===== src/hw/rtl/qbg_pkg.sv =====
// Package for the quantized bias-add GELU block: shared widths, the record types
// that travel down the pipeline, fixed-point constants and the erf coefficient table.
// No dependencies.
`default_nettype none

package qbg_pkg;

    // Datapath widths
    localparam int X_W   = 36;  // signed dequantized sum, Q16
    localparam int A_W   = 35;  // magnitude of the sum
    localparam int AS_W  = 19;  // magnitude when it lies below six
    localparam int Z_W   = 31;  // |x|/sqrt2 in Q28
    localparam int P_W   = 32;  // polynomial and divisor values, Q28
    localparam int R_W   = 29;  // reciprocal and its powers, Q28
    localparam int C_W   = 30;  // one plus or minus erf, Q28
    localparam int ADDR_W = 5;

    // Register indexes on the configuration port
    localparam logic [2:0] REG_SIGNED_MODE = 3'd0;
    localparam logic [2:0] REG_ACT_SCALE   = 3'd1;
    localparam logic [2:0] REG_ACT_ZP      = 3'd2;
    localparam logic [2:0] REG_COL_SCALE   = 3'd3;
    localparam logic [2:0] REG_COL_ZP      = 3'd4;

    localparam logic [P_W-1:0] Q28_ONE   = 32'h1000_0000;
    localparam logic [27:0]    INV_SQRT2 = 28'd189812531;
    localparam logic [A_W-1:0] SIX_Q16   = 35'd393216;

    typedef struct packed {
        logic        signed_mode;
        logic [23:0] act_scale;
        logic [7:0]  act_zp;
        logic [23:0] col_scale;
        logic [7:0]  col_zp;
    } cfg_t;

    // Per-item record carried alongside the erf datapath.
    typedef struct packed {
        logic           last;
        logic           neg;
        logic           big;
        logic [A_W-1:0] mag;
    } side_t;

    function automatic logic [P_W-1:0] erf_coef(input int idx);
        logic [P_W-1:0] v;
        begin
            case (idx)
                0:       v = 32'd18930895;
                1:       v = 32'd11349991;
                2:       v = 32'd2488538;
                3:       v = 32'd40806;
                4:       v = 32'd74240;
                5:       v = 32'd11560;
                default: v = '0;
            endcase
            return v;
        end
    endfunction

    // Byte read as int8 or uint8, widened to ten signed bits.
    function automatic logic [9:0] byte_value(input logic smode, input logic [7:0] b);
        begin
            return {{2{smode & b[7]}}, b};
        end
    endfunction

endpackage

`default_nettype wire


===== src/hw/rtl/qbg_front.sv =====
// Front end: dequantizes both codes, forms the sum, its magnitude and |x|/sqrt2.
// Depends on qbg_pkg.
`default_nettype none

module qbg_front (
    input  wire logic                      clk,
    input  wire logic                      rst_n,
    input  wire logic                      adv,
    input  wire logic                      in_valid,
    input  wire logic [7:0]                input_code,
    input  wire logic [7:0]                bias_code,
    input  wire logic                      row_last,
    input  wire qbg_pkg::cfg_t             cfg,
    output logic                           out_valid,
    output logic [qbg_pkg::Z_W-1:0]        z,
    output qbg_pkg::side_t                 side
);

    localparam int XW = qbg_pkg::X_W;

    logic [9:0]           di;
    logic [9:0]           db;
    logic signed [XW-1:0] di_x;
    logic signed [XW-1:0] db_x;
    logic signed [XW-1:0] is_x;
    logic signed [XW-1:0] bs_x;
    logic signed [XW-1:0] x_next;
    logic signed [XW-1:0] x_reg;
    logic                 last1_reg;
    logic                 v1_reg;
    logic                 v2_reg;

    logic                           neg;
    logic [qbg_pkg::A_W-1:0]        mag;
    logic [46:0]                    zprod;
    logic [qbg_pkg::Z_W-1:0]        z_reg;
    qbg_pkg::side_t                 side_next;
    qbg_pkg::side_t                 side_reg;

    assign di = qbg_pkg::byte_value(cfg.signed_mode, input_code)
              - qbg_pkg::byte_value(cfg.signed_mode, cfg.act_zp);
    assign db = qbg_pkg::byte_value(cfg.signed_mode, bias_code)
              - qbg_pkg::byte_value(cfg.signed_mode, cfg.col_zp);

    assign di_x = $signed({{(XW-10){di[9]}}, di});
    assign db_x = $signed({{(XW-10){db[9]}}, db});
    assign is_x = $signed({{(XW-24){1'b0}}, cfg.act_scale});
    assign bs_x = $signed({{(XW-24){1'b0}}, cfg.col_scale});
    assign x_next = di_x * is_x + db_x * bs_x;

    // The sum stays below 2^33 in magnitude, so its negation fits the magnitude field.
    assign neg   = x_reg[XW-1];
    assign mag   = neg ? qbg_pkg::A_W'(-x_reg) : qbg_pkg::A_W'(x_reg);
    assign zprod = 47'(mag[qbg_pkg::AS_W-1:0]) * 47'(qbg_pkg::INV_SQRT2);

    always_comb
    begin
        side_next.last = last1_reg;
        side_next.neg  = neg;
        side_next.big  = (mag >= qbg_pkg::SIX_Q16);
        side_next.mag  = mag;
    end

    always_ff @(posedge clk or negedge rst_n)
    begin
        if (!rst_n)
        begin
            v1_reg <= 1'b0;
            v2_reg <= 1'b0;
        end
        else if (adv)
        begin
            v1_reg <= in_valid;
            v2_reg <= v1_reg;
        end
    end

    always_ff @(posedge clk)
    begin
        if (adv)
        begin
            x_reg     <= x_next;
            last1_reg <= row_last;
            z_reg     <= zprod[46:16];
            side_reg  <= side_next;
        end
    end

    assign out_valid = v2_reg;
    assign z         = z_reg;
    assign side      = side_reg;

endmodule

`default_nettype wire


===== config.mk =====
export PLATFORM = sky130hd
export DESIGN_NAME = qbg_front
export DESIGN_NICKNAME = d
export VERILOG_FILES = /design/src/hw/rtl/qbg_pkg.sv /design/src/hw/rtl/qbg_front.sv
export SDC_FILE = /design/constraint.sdc
export NUM_CORES = 2
export LEC_CHECK = 0
export ABC_AREA = 1
export BUFFER_PORTS_ARGS = -buffer_cell sky130_fd_sc_hd__buf_2
export CORE_UTILIZATION = 40
export DETAILED_ROUTE_END_ITERATION = 8
export HOLD_SLACK_MARGIN = 0.15
export MAX_ROUTING_LAYER = met4
export PLACE_DENSITY = 0.61
export RECOVER_POWER = 50
export SLEW_MARGIN = 20
export SYNTH_ARGS = -nofsm -noshare
export SYNTH_HDL_FRONTEND = slang
export SYNTH_SLANG_ARGS = --single-unit

===== constraint.sdc =====
create_clock -name clk -period 7 [get_ports clk]
set_input_delay 0.7 -clock clk [delete_from_list [all_inputs] [get_ports clk]]
set_output_delay 0.7 -clock clk [all_outputs]
set_load 0.05 [all_outputs]

# After elaboration in Yosys (flattened, before gate mapping)
# Cells that the tools add are included.
word_totals:
  reg_bits: 108
  input_bits: 86
  output_inout_bits: 70
  word_cells: 22
op_classes:
  addsub: 4
  multipliers: 3
  n_lt_le_gt_ge: 1
  mux: 1
  bitwise: 4
ops:
  columns: ["operator", "count"]
  rows:
  - ["10-bit by 25-bit multiplier with 35-bit output", 2]
  - ["19-bit by 28-bit multiplier with 47-bit output (second input constant)", 1]
  - ["35-bit by 35-bit adder with 36-bit output", 1]
  - ["35-bit by 19-bit greater-or-equal comparator with 1-bit output (second input constant)", 1]
  - ["35-bit two-way mux", 1]
  - ["35-bit negator", 1]
  - ["9-bit by 9-bit subtractor with 10-bit output", 2]
  - ["1-bit AND", 4]

# Depth between registers and ports, before layout
depth:
  ltp_word: 4
  depth_mapped: 40
  ltp_nobuf: 39

# Worst setup path after synthesis
# No wires, ideal clock.
synth_timing:
  path_kind: "input to register"
  startpoint: "input port bias_code[0]"
  endpoint: "register x_reg[30], data pin"
  setup_ns: 0.265
  arrival_time_ns: 7.187
  t_required_ns: 6.735
  path_slack_ns: -0.452
  path_stages: 33
  n_path_buf: 1
  cell_sequence: "inv_1 ha_1 inv_1 fa_1 inv_1 o31ai_2 nand2_1 nand2_1 a21oi_1 or2_0 nand2_1 inv_1 buf_2 nand2_1 fa_1 inv_1 fa_1 fa_1 fa_1 fa_1 fa_1 inv_1 fa_1 inv_1 ha_1 a21o_1 nand2_1 nand2_1 a21oi_1 nand2_1 a21boi_0 o21ai_0 xor2_1"
synth_via:
  elab_chain_cells: 3
synth_lines:
  columns: ["item", "line", "text"]
  rows:
  - ["start: declaration", "qbg_front.sv:11", "input wire logic [7:0] bias_code,"]
  - ["9-bit by 9-bit subtractor with 10-bit output", "qbg_front.sv:43", "- qbg_pkg::byte_value(cfg.signed_mode, cfg.col_zp);"]
  - ["10-bit by 25-bit multiplier with 35-bit output", "qbg_front.sv:49", "assign x_next = di_x * is_x + db_x * bs_x;"]
  - ["35-bit by 35-bit adder with 36-bit output", "qbg_front.sv:49", null]
  - ["named net x_next[30]", "qbg_front.sv:27", "logic signed [XW-1:0] x_next;"]
  - ["end signal: assignment", "qbg_front.sv:82", "x_reg <= x_next;"]
  - ["end: declaration", "qbg_front.sv:28", "logic signed [XW-1:0] x_reg;"]
# The timed path passes the listed nets, and every way through them passes these cells.
# A chain may end at the register's enable or synchronous reset.

# Worst setup path after layout
layout_timing:
  startpoint: "input port bias_code[0]"
  endpoint: "register x_reg[34], data pin"
# Same word-level chain as after synthesis.

==> qor.csv <==
metric;value;unit
run_status;finished with violations;
failed_checks;capacitance limit, slew limit, setup timing;
setup-violations-final;23;
h-tree-depth;3;
largest_register_ffs;38;
netlist.area_leader.share;38.3;%
drtAntennaViolNets;0;
crit_required;7.14;ns
yosys_warnings;0;
synth-simple-area-share;15.4;%
maxCapViolations;1;
rsz0062_at_grt;true;
synth_fa_ha_area_share;54.5;%
grt_overflow;0;
netlist_instances;3587;
drt_wl_total;90000;um
dpl.hpwl;79000;um
tns;-3.22;ns
muxShareOfSynthArea;0;%
worstPathArrival;7.40;ns
die_w;277;um
grt_max_degree;74;
grt_util_all_layers;24.6;%
ioPinCount;156;
clkTransAtPathRegs;0.09;ns
yosys.area.top_type;fa_1;
routabilityCongestion;0.988;
area_growth;19.4;%
n_antenna_cell;0;
grt_pass1_vias;25690;
drive_gt1_share;17.4;%
drc_errors;0;
critPathKind;primary input to flop;
ys_types;51;
core.rowCount;100;
critPathCaptureType;flop;
grt_pass1_wl;141000;um
skew;0.0150;ns
start_util;40.6;%
finalHoldViolations;0;
synth_edf_count;106;
wl_per_cell;18.2;um
cts_tree;done;
period_share;104;%
syn-num-nets;4645;
max_stage_delay;0.58;ns
core;74700;sq um
syn_avg_cell_area;8.46;sq um
via_count;24203;
async_reset_ff_share;1.85;%
cp_slowest_cell;fa_2;
nNetsFinal;5042;
clock_sinks;108;
vias_per_cell;4.88;
dr.pass1.iters;5;
insertion_delay;0.39;ns
cts_made_buffers;9;
place.port_buffers;155;
grt_antenna_before_repair;0;
fmax;138;MHz
worstPathMaxFanout;6;
die_y;277;um
root_buffer;clkbuf_16;
slew_headroom;-55.5;%
yosys-top-cells-count;951 x inv_1, 637 x nand2_1, 581 x fa_1, 391 x ha_1, 363 x nor2_1;
synthTopCellsByArea;fa_1 38%, ha_1 16%, inv_1 12%;
first_iter_violations;1214;
synth_top_family_by_area;adder cells;
fin_crit;7.26;ns
yosysSeqAreaShare;10.7;%
yosys_register_bits;108;
synthesis.area;30300;sq um
setup_ws;-0.258;ns
fin_util;48.5;%
die_area;77000;sq um
setup.worst_path.start_class;primary input;
drv_slew;39;
clk_path_buf_depth;2;
hold_path_class;flop to flop;
synthFlopType;edfxtp_1;
synth_compound_area_share;4.57;%
worstMarginPinSlew;2.33;ns
synth.most_common_cell;inv_1;
synth-xor-area-share;2.16;%
==> critical path, delay by kind of cell <==
kind | cells | cell delay, ns
simple gates | 4 | 0.64
xor+xnor | 1 | 0.17
compound gates | 7 | 0.93
buf+inv | 10 | 0.69
fa+ha+maj | 10 | 4.23
==> path summary, 6_finish.rpt <==
check / from / end / slack, ns / cells after the start
max: bias_code[0] / x_reg[34] / -0.26 / 32
min: last1_reg / side[37] / 0.44 / 0
max reg2reg: x_reg[0] / z[18] / 0.07 / 27
min reg2reg: last1_reg / side[37] / 0.44 / 0
max in group asynchronous: rst_n / v1_reg / 6.25 / 2
min in group asynchronous: rst_n / out_valid / 0.62 / 2
==> stage by stage <==
step / setup slack (ns) / area (sq um) / std cells / hold slack (ns)
floorplan: -0.169 / 30700 / 3587 / 0.400
global placement: -0.689 / 34600 / 4900 / 0.410
detailed placement: -0.728 / 34600 / 4900 / 0.421
CTS: -0.141 / 35400 / 4928 / 0.441
global route: -0.457 / 36200 / 4958 / 0.462
finish: -0.258 / 36200 / 4958 / 0.441
==> placed cells by master (no fill, tap or decap), drive strengths merged, types with 11 or more instances in the layout <==
cell type	Yosys	layout
a21o	12	12
a21oi	112	112
buf	13	370
clkbuf	53	89
edfxtp	106	106
fa	581	581
ha	391	391
inv	956	960
nand2	642	642
nand3	96	96
nand4	20	20
nor2	367	367
nor3	18	18
o21ai	68	68
o21bai	17	17
or2	11	11
xnor2	16	16
xor2	59	59
==> routing by layer <==
layer	global-route usage (%)	part of all wire, %	vias to the layer above
li1	-	-	11514
met1	29.4	41	11936
met2	42.9	51	597
met3	2.16	4.3	156
met4	8.93	4.0	0
met5	-	0	-
==> layout make-up <==
type                    count  area, sq um
repair buffers            451         3280
flip-flops and latches    108         3230
repair inverters            1         3.75
multi-input cells        2453        24600
well taps                 969         1210
clock inverters             7         86.3
clock buffers               9          225
fillers                  7324        38500
inverters                 960         3640
==> timing repair <==
item	in CTS	in global routing
gates resized for setup	104	237
hold endpoints to repair	2	0
hold buffers	1	0
pin swaps	39	117
buffers inserted	9	34
cloned	2	0
endpoints found under the setup margin	24	52
==> logic make-up after synthesis <==
| logic type | after synthesis |
|---|---|
| adders and majority gates | 972 |
| DFF | 108 |
| AOI/OAI and AO/OA | 239 |
| xor gates and xnor gates | 75 |
| and+or+nand+nor | 1167 |
| buffers and inverters | 1026 |
Power is left out: the tool's default activity adds up to more than one toggle a clock period on the data nets, which glitch-free logic cannot reach.
