### src/hw/rtl/qbg_pkg.sv
// Package for the quantized bias-add GELU block: shared widths, the record types
// that travel down the pipeline, fixed-point constants and the erf coefficient table.
// No dependencies.
`default_nettype none

package qbg_pkg;

    // Datapath widths
    localparam int X_W   = 36;  // signed dequantized sum, Q16
    localparam int A_W   = 35;  // magnitude of the sum
    localparam int AS_W  = 19;  // magnitude when it lies below six
    localparam int Z_W   = 31;  // |x|/sqrt2 in Q28
    localparam int P_W   = 32;  // polynomial and divisor values, Q28
    localparam int R_W   = 29;  // reciprocal and its powers, Q28
    localparam int C_W   = 30;  // one plus or minus erf, Q28
    localparam int ADDR_W = 5;

    // Register indexes on the configuration port
    localparam logic [2:0] REG_SIGNED_MODE = 3'd0;
    localparam logic [2:0] REG_ACT_SCALE   = 3'd1;
    localparam logic [2:0] REG_ACT_ZP      = 3'd2;
    localparam logic [2:0] REG_COL_SCALE   = 3'd3;
    localparam logic [2:0] REG_COL_ZP      = 3'd4;

    localparam logic [P_W-1:0] Q28_ONE   = 32'h1000_0000;
    localparam logic [27:0]    INV_SQRT2 = 28'd189812531;
    localparam logic [A_W-1:0] SIX_Q16   = 35'd393216;

    typedef struct packed {
        logic        signed_mode;
        logic [23:0] act_scale;
        logic [7:0]  act_zp;
        logic [23:0] col_scale;
        logic [7:0]  col_zp;
    } cfg_t;

    // Per-item record carried alongside the erf datapath.
    typedef struct packed {
        logic           last;
        logic           neg;
        logic           big;
        logic [A_W-1:0] mag;
    } side_t;

    function automatic logic [P_W-1:0] erf_coef(input int idx);
        logic [P_W-1:0] v;
        begin
            case (idx)
                0:       v = 32'd18930895;
                1:       v = 32'd11349991;
                2:       v = 32'd2488538;
                3:       v = 32'd40806;
                4:       v = 32'd74240;
                5:       v = 32'd11560;
                default: v = '0;
            endcase
            return v;
        end
    endfunction

    // Byte read as int8 or uint8, widened to ten signed bits.
    function automatic logic [9:0] byte_value(input logic smode, input logic [7:0] b);
        begin
            return {{2{smode & b[7]}}, b};
        end
    endfunction

endpackage

`default_nettype wire

### src/hw/rtl/qbg_div.sv
// Pipelined restoring divider forming 2^56 / d, one quotient bit per stage.
// Depends on qbg_pkg.
`default_nettype none

module qbg_div (
    input  wire logic                      clk,
    input  wire logic                      rst_n,
    input  wire logic                      adv,
    input  wire logic                      in_valid,
    input  wire logic [qbg_pkg::P_W-1:0]   d,
    input  wire qbg_pkg::side_t            side_in,
    output logic                           out_valid,
    output logic [qbg_pkg::R_W-1:0]        r,
    output qbg_pkg::side_t                 side_out
);

    localparam int STEPS = qbg_pkg::R_W;

    logic [STEPS-1:0]          v_reg;
    logic [qbg_pkg::P_W-1:0]   rem_reg  [STEPS];
    logic [qbg_pkg::P_W-1:0]   d_reg    [STEPS];
    logic [qbg_pkg::R_W-1:0]   q_reg    [STEPS];
    qbg_pkg::side_t            side_reg [STEPS];

    always_ff @(posedge clk or negedge rst_n)
    begin
        if (!rst_n)
        begin
            v_reg <= '0;
        end
        else if (adv)
        begin
            v_reg <= {v_reg[STEPS-2:0], in_valid};
        end
    end

    for (genvar s = 0; s < STEPS; s++)
    begin : g_bit
        logic [qbg_pkg::P_W-1:0] rem_src;
        logic [qbg_pkg::P_W-1:0] d_src;
        logic [qbg_pkg::R_W-1:0] q_src;
        qbg_pkg::side_t          s_src;
        logic                    ge;
        logic [qbg_pkg::P_W-1:0] rem_sub;

        if (s == 0)
        begin : g_first
            // The dividend 2^56 shows up as 2^28 against the top quotient bit.
            assign rem_src = qbg_pkg::Q28_ONE;
            assign d_src   = d;
            assign q_src   = '0;
            assign s_src   = side_in;
        end
        else
        begin : g_next
            assign rem_src = rem_reg[s-1];
            assign d_src   = d_reg[s-1];
            assign q_src   = q_reg[s-1];
            assign s_src   = side_reg[s-1];
        end

        assign ge      = (rem_src >= d_src);
        assign rem_sub = ge ? (rem_src - d_src) : rem_src;

        always_ff @(posedge clk)
        begin
            if (adv)
            begin
                rem_reg[s]  <= {rem_sub[qbg_pkg::P_W-2:0], 1'b0};
                d_reg[s]    <= d_src;
                q_reg[s]    <= {q_src[qbg_pkg::R_W-2:0], ge};
                side_reg[s] <= s_src;
            end
        end
    end

    assign out_valid = v_reg[STEPS-1];
    assign r         = q_reg[STEPS-1];
    assign side_out  = side_reg[STEPS-1];

endmodule

`default_nettype wire

### config.mk
export PLATFORM = sky130hd
export DESIGN_NAME = qbg_div
export DESIGN_NICKNAME = d
export VERILOG_FILES = /design/src/hw/rtl/qbg_pkg.sv /design/src/hw/rtl/qbg_div.sv
export SDC_FILE = /design/constraint.sdc
export NUM_CORES = 2
export LEC_CHECK = 0
export ABC_CLOCK_PERIOD_IN_PS = 5100
export BUFFER_PORTS_ARGS = -buffer_cell sky130_fd_sc_hd__buf_2
export CAP_MARGIN = 40
export CORE_UTILIZATION = 48
export DETAILED_ROUTE_END_ITERATION = 8
export MAX_ROUTING_LAYER = met4
export PLACE_DENSITY_LB_ADDON = 0.08
export SLEW_MARGIN = 15
export SYNTH_ARGS = -nofsm -noshare
export SYNTH_HDL_FRONTEND = slang
export SYNTH_SLANG_ARGS = --single-unit
### constraint.sdc
create_clock -name clk -period 5.1 [get_ports clk]
set_input_delay 0.255 -clock clk [delete_from_list [all_inputs] [get_ports clk]]
set_output_delay 0.255 -clock clk [all_outputs]
set_load 0.02 [all_outputs]
---- Word-level counts from Yosys, hierarchy flattened ----
Memory sizes are Yosys's and may differ from the RTL's.
Cells that the tools add are included.
storage, ports and cells
  bits of input ports ..................... 74
  register bits after elaboration ......... 29
  bits in writable memories ............... 3770
  memories ................................ 4
  word-level logic and storage cells ...... 94
memory list
  name      depth  bits a word  rd ports  clocked after Yosys merged registers in  write ports  line           RTL
  side_reg  29     38           29        0                                        29           qbg_div.sv:23  qbg_pkg::side_t side_reg [STEPS];
  d_reg     29     32           28        0                                        29           qbg_div.sv:21  logic [qbg_pkg::P_W-1:0] d_reg [STEPS];
  rem_reg   29     31           28        0                                        29           qbg_div.sv:20  logic [qbg_pkg::P_W-1:0] rem_reg [STEPS];
  q_reg     29     29           29        0                                        29           qbg_div.sv:22  logic [qbg_pkg::R_W-1:0] q_reg [STEPS];
operators by class
  mux-type cells .......................... 31
  add/subtract/negate cells ............... 29
  magnitude comparators ................... 29
operator list
  cell                                                                                   count
  31-bit 2-to-1 mux                                                                      29
  32-bit greater-or-equal comparator                                                     28
  31-bit subtractor                                                                      28
  29-bit by 32-bit greater-or-equal comparator with 1-bit output (first input constant)  1
  29-bit by 31-bit subtractor with 31-bit output (first input constant)                  1
  1-bit 2-to-1 mux                                                                       2

---- Longest topological paths before layout ----
An unclocked memory read counts as a cell.
  depth in word-level cells ............... 3
  gate-level depth with buffers ........... 15
  gate-level depth less buffers ........... 13

---- Worst setup path after synthesis ----
Ideal clock, no wire load.
  kind .................................... reg2reg
  start ................................... mem rem_reg[1][217] in the netlist's numbering
  end ..................................... mem rem_reg[1][249] in the netlist's numbering, data pin
  buffers on the path ..................... 1
  arrival ................................. 3361 ps
  library setup time ...................... 260 ps
  stages on the path, launching flop included .. 12
  setup slack ............................. 1479 ps
  data required time ...................... 4840 ps
  clock period less this slack ............ 3621 ps
  cells stage by stage .................... edfxtp_1 -> fa_1 -> a21o_1 -> a21oi_2 -> o21ai_1 -> a31o_2 -> a221o_1 -> a221o_1 -> a31o_2 -> a221oi_4 -> buf_4 -> mux2_2
RTL lines
  element             line
  start: declaration  qbg_div.sv:20

==> flow_summary_export.csv <==
group,metric,value,unit
sta,setup_violations,0,
logic_synthesis,async_flop_share,0.8709,%
clocking,cts_resized,0,
setup_path,crit_path_start,"d_reg[0][452]$_DFFE_PP_",
sta,skew,56.09,ps
sta,setup_tns,0,ps
setup_path,r2r_start,"d_reg[0][452]$_DFFE_PP_",
die,initial_utilization,48.32,%
global_routing,grt_max_degree,181,
global_routing,grt_antenna_before_repair,13,
drt,avgRoutedWirePerCell,19.82,um
drt,post-route-drc-count,0,
logic_synthesis,yosys.area_share.simple,6.538,%
clocking,cts_setup_buffers,0,
global_routing,grt_pass1_vias,89810,
clocking,cts_buffer_depth,4,
sta,worst_hold_slack,86.90,ps
layout,mostFrequentLayoutCell,"edfxtp_1",
setup_path,crit_path_end_kind,"flop",
drt,wirelength,331.4,mm
sta,worst_slack,757.6,ps
logic_synthesis,yosys_warnings,0,
logic_synthesis,yosysSeqAreaShare,64.24,%
layout,drive_gt1_share,10.80,%
die,dieHeight,571.0,um
logic_synthesis,synth.area.mux_share,3.353,%
clocking,clkTransAtPathRegs,60,ps
sta,clock.fmax,230.3,MHz
drt,routed-via-count,91530,
setup_path,worstSetupPathType,"reg2reg",
die,die_area,326100,um2
clocking,clk_latency,930,ps
sta,hold_violations,0,
sta,slew-limit-headroom,31.55,%
drt,drt_iter0_drc,6721,
sta,fin_crit,4342,ps
logic_synthesis,ys_types,91,
clocking,cts_tree,"done",
logic_synthesis,syn_area,155400,um2
layout,mostFrequentLayoutCells,"edfxtp_1 (3301), inv_1 (1087), ha_1 (896), a21oi_1 (848), o21ai_0 (610)",
clocking,cts_hold_buffers,117,
layout,fill_cells,26320,
logic_synthesis,synth-compound-area-share,10.94,%
setup_path,arrival,4970,ps
logic_synthesis,syn_avg_cell_area,13.40,um2
global_routing,grt_pass1_wl,515.7,mm
clocking,clock-root-buffer,"clkbuf_16",
drt,vias_per_cell,5.474,
power_and_ir_drop,ir_drop,361.4,uV
sta,period_share,85.14,%
clocking,clock_sinks,3330,
layout,regArea,99850,um2
layout,final_util,54.45,%
logic_synthesis,yosys.area.top_type,"edfxtp_1",
placement,io_buffers,141,
placement,hpwl,237.5,mm
sta,final_max_slew_viol_count,0,
logic_synthesis,synth_fp_nets,12600,
logic_synthesis,yosysTopAreaCellShare,63.78,%
clocking,h-tree-depth,5,
layout,largest_reg_flops,1102,
setup_path,path_max_fanout,51,
power_and_ir_drop,p_leak,68.80,nW
setup_path,worst_setup_path_start_kind,"flop",
global_routing,track_usage,20.71,%
setup_path,critPathRequiredTime,5730,ps
setup_path,cp_slowest_cell,"o311ai_0",
layout,nets,13130,
die,core_area,321700,um2
logic_synthesis,synth.area.top_cells,"edfxtp_1 (64%), ha_1 (7.2%), mux2_2 (3.3%), a21oi_1 (2.7%), inv_1 (2.6%)",
logic_synthesis,synth_edf_count,3301,
sta,rsz0062_at_grt,"no",
die,top_level_ports,142,
placement,dp_slack,843.0,ps
hold_path,hold_path.class,"in2reg",
die,num_rows,208,
logic_synthesis,ys.flop_type,"edfxtp_1",
logic_synthesis,syn_inst,11600,
drt,ant_nets,0,
layout,multi_input_area,50750,um2
logic_synthesis,synth_fa_ha_area_share,7.561,%
drt,drt_first_pass_iters,6,
logic_synthesis,synth_top_family_by_area,"compound AO/OA/AOI/OAI gates",
layout,area_delta_synth_final,12.70,%
logic_synthesis,synth_xor_area_share,4.148,%
power_and_ir_drop,power_density,593.0,nW/um2
setup_path,crit_chain,"inv_1, ha_1, a21oi_1, o21ai_0, a21oi_1, o21ai_0, a41oi_1, a21oi_1, buf_4, o311ai_0, a31oi_4, buf_12, mux2_2",
placement,gp_congestion,0.9299,
setup_path,crit_top_cell,"a21oi_1",
global_routing,gr-total-overflow,0,
sta,worst_pin_slew,1027,ps
run,maxCapViolations,0,
hold_path,min_from,"d[22]",
logic_synthesis,yosys_register_bits,3330,
setup_path,critical-path-max-stage-delay,590,ps
die,die-width,571.0,um
clocking,cts_buffers,355,
run_status,status,"finished clean",
[Yosys cell counts, types with 43 or more instances]
cell	n
xnor2_1	453
inv_1	1087
nand4_1	114
and3_1	77
o21a_1	117
a211oi_1	67
nand3_1	163
clkbuf_1	176
a21oi_1	849
nand2_1	603
nor2b_1	111
nor3_1	127
a21o_1	444
or3_1	48
o211ai_1	43
o21ai_0	611
edfxtp_1	3301
mux2_2	453
a31oi_1	93
o31ai_1	48
nor2_1	593
nand2b_1	103
ha_1	896
o21bai_1	114
and2_1	51
xor2_1	283
[cells by family after synthesis]
family	Yosys count
DFF	3330
AOI/OAI and AO/OA	2708
and+or+nand+nor	2131
buffers and inverters	1310
adders and majority gates	923
xor gates and xnor gates	736
muxes	464
other	1
[through the flow]
step	power [mW]	cell area [um2]	std cells
floorplan	67.31	155400	11600
global placement	77.58	162100	15950
detailed placement	77.90	162300	15960
CTS	104.5	175100	16720
global route	110.3	175200	16720
finish	103.9	175200	16720
[worst max-delay path: cells and delay by family, from the launching register on]
family / cells / cell delay (ps)
DFF: 1 / 460
buffers and inverters: 3 / 490
muxes: 1 / 340
AOI/OAI and AO/OA: 8 / 2360
adders and majority gates: 1 / 330
[routing by layer]
layer	GRT usage, %	part of all wire, %	up-vias
li1	-	-	44210
met1	30.42	49	44390
met2	30.39	43	2333
met3	2.376	4.8	600
met4	5.967	2.8	0
met5	-	0	-
[area by class of cell]
type                    count  area share, %
multi-input cells        6963          28.97
diodes                      2       0.002857
clock inverters           212          1.375
well taps                4305          3.075
clock buffers             427          5.285
repair buffers            393          1.949
inverters                1089          2.334
flip-flops and latches   3330          57.01
[report_power, final]
part           switching (mW)  internal [mW]  leakage (nW)
Sequential               3.40           37.0          32.7
Combinational            21.2           16.5          30.4
Clock                    10.6           15.2          5.68
[final timing paths]
check                           cells past startpoint                         to  slack [ps]
worst min-delay path                                2     d_reg[0][22]$_DFFE_PP_          90
worst min register to register                      0    q_reg[1][130]$_DFFE_PP_         400
worst max-delay path                               13  rem_reg[0][469]$_DFFE_PP_         760
max in group asynchronous                           4       v_reg[3]$_DFFE_PN0P_        4550
worst max register to register                     13  rem_reg[0][469]$_DFFE_PP_         760
min in group asynchronous                           4      v_reg[12]$_DFFE_PN0P_         350
(Power assumes the default switching activity.)
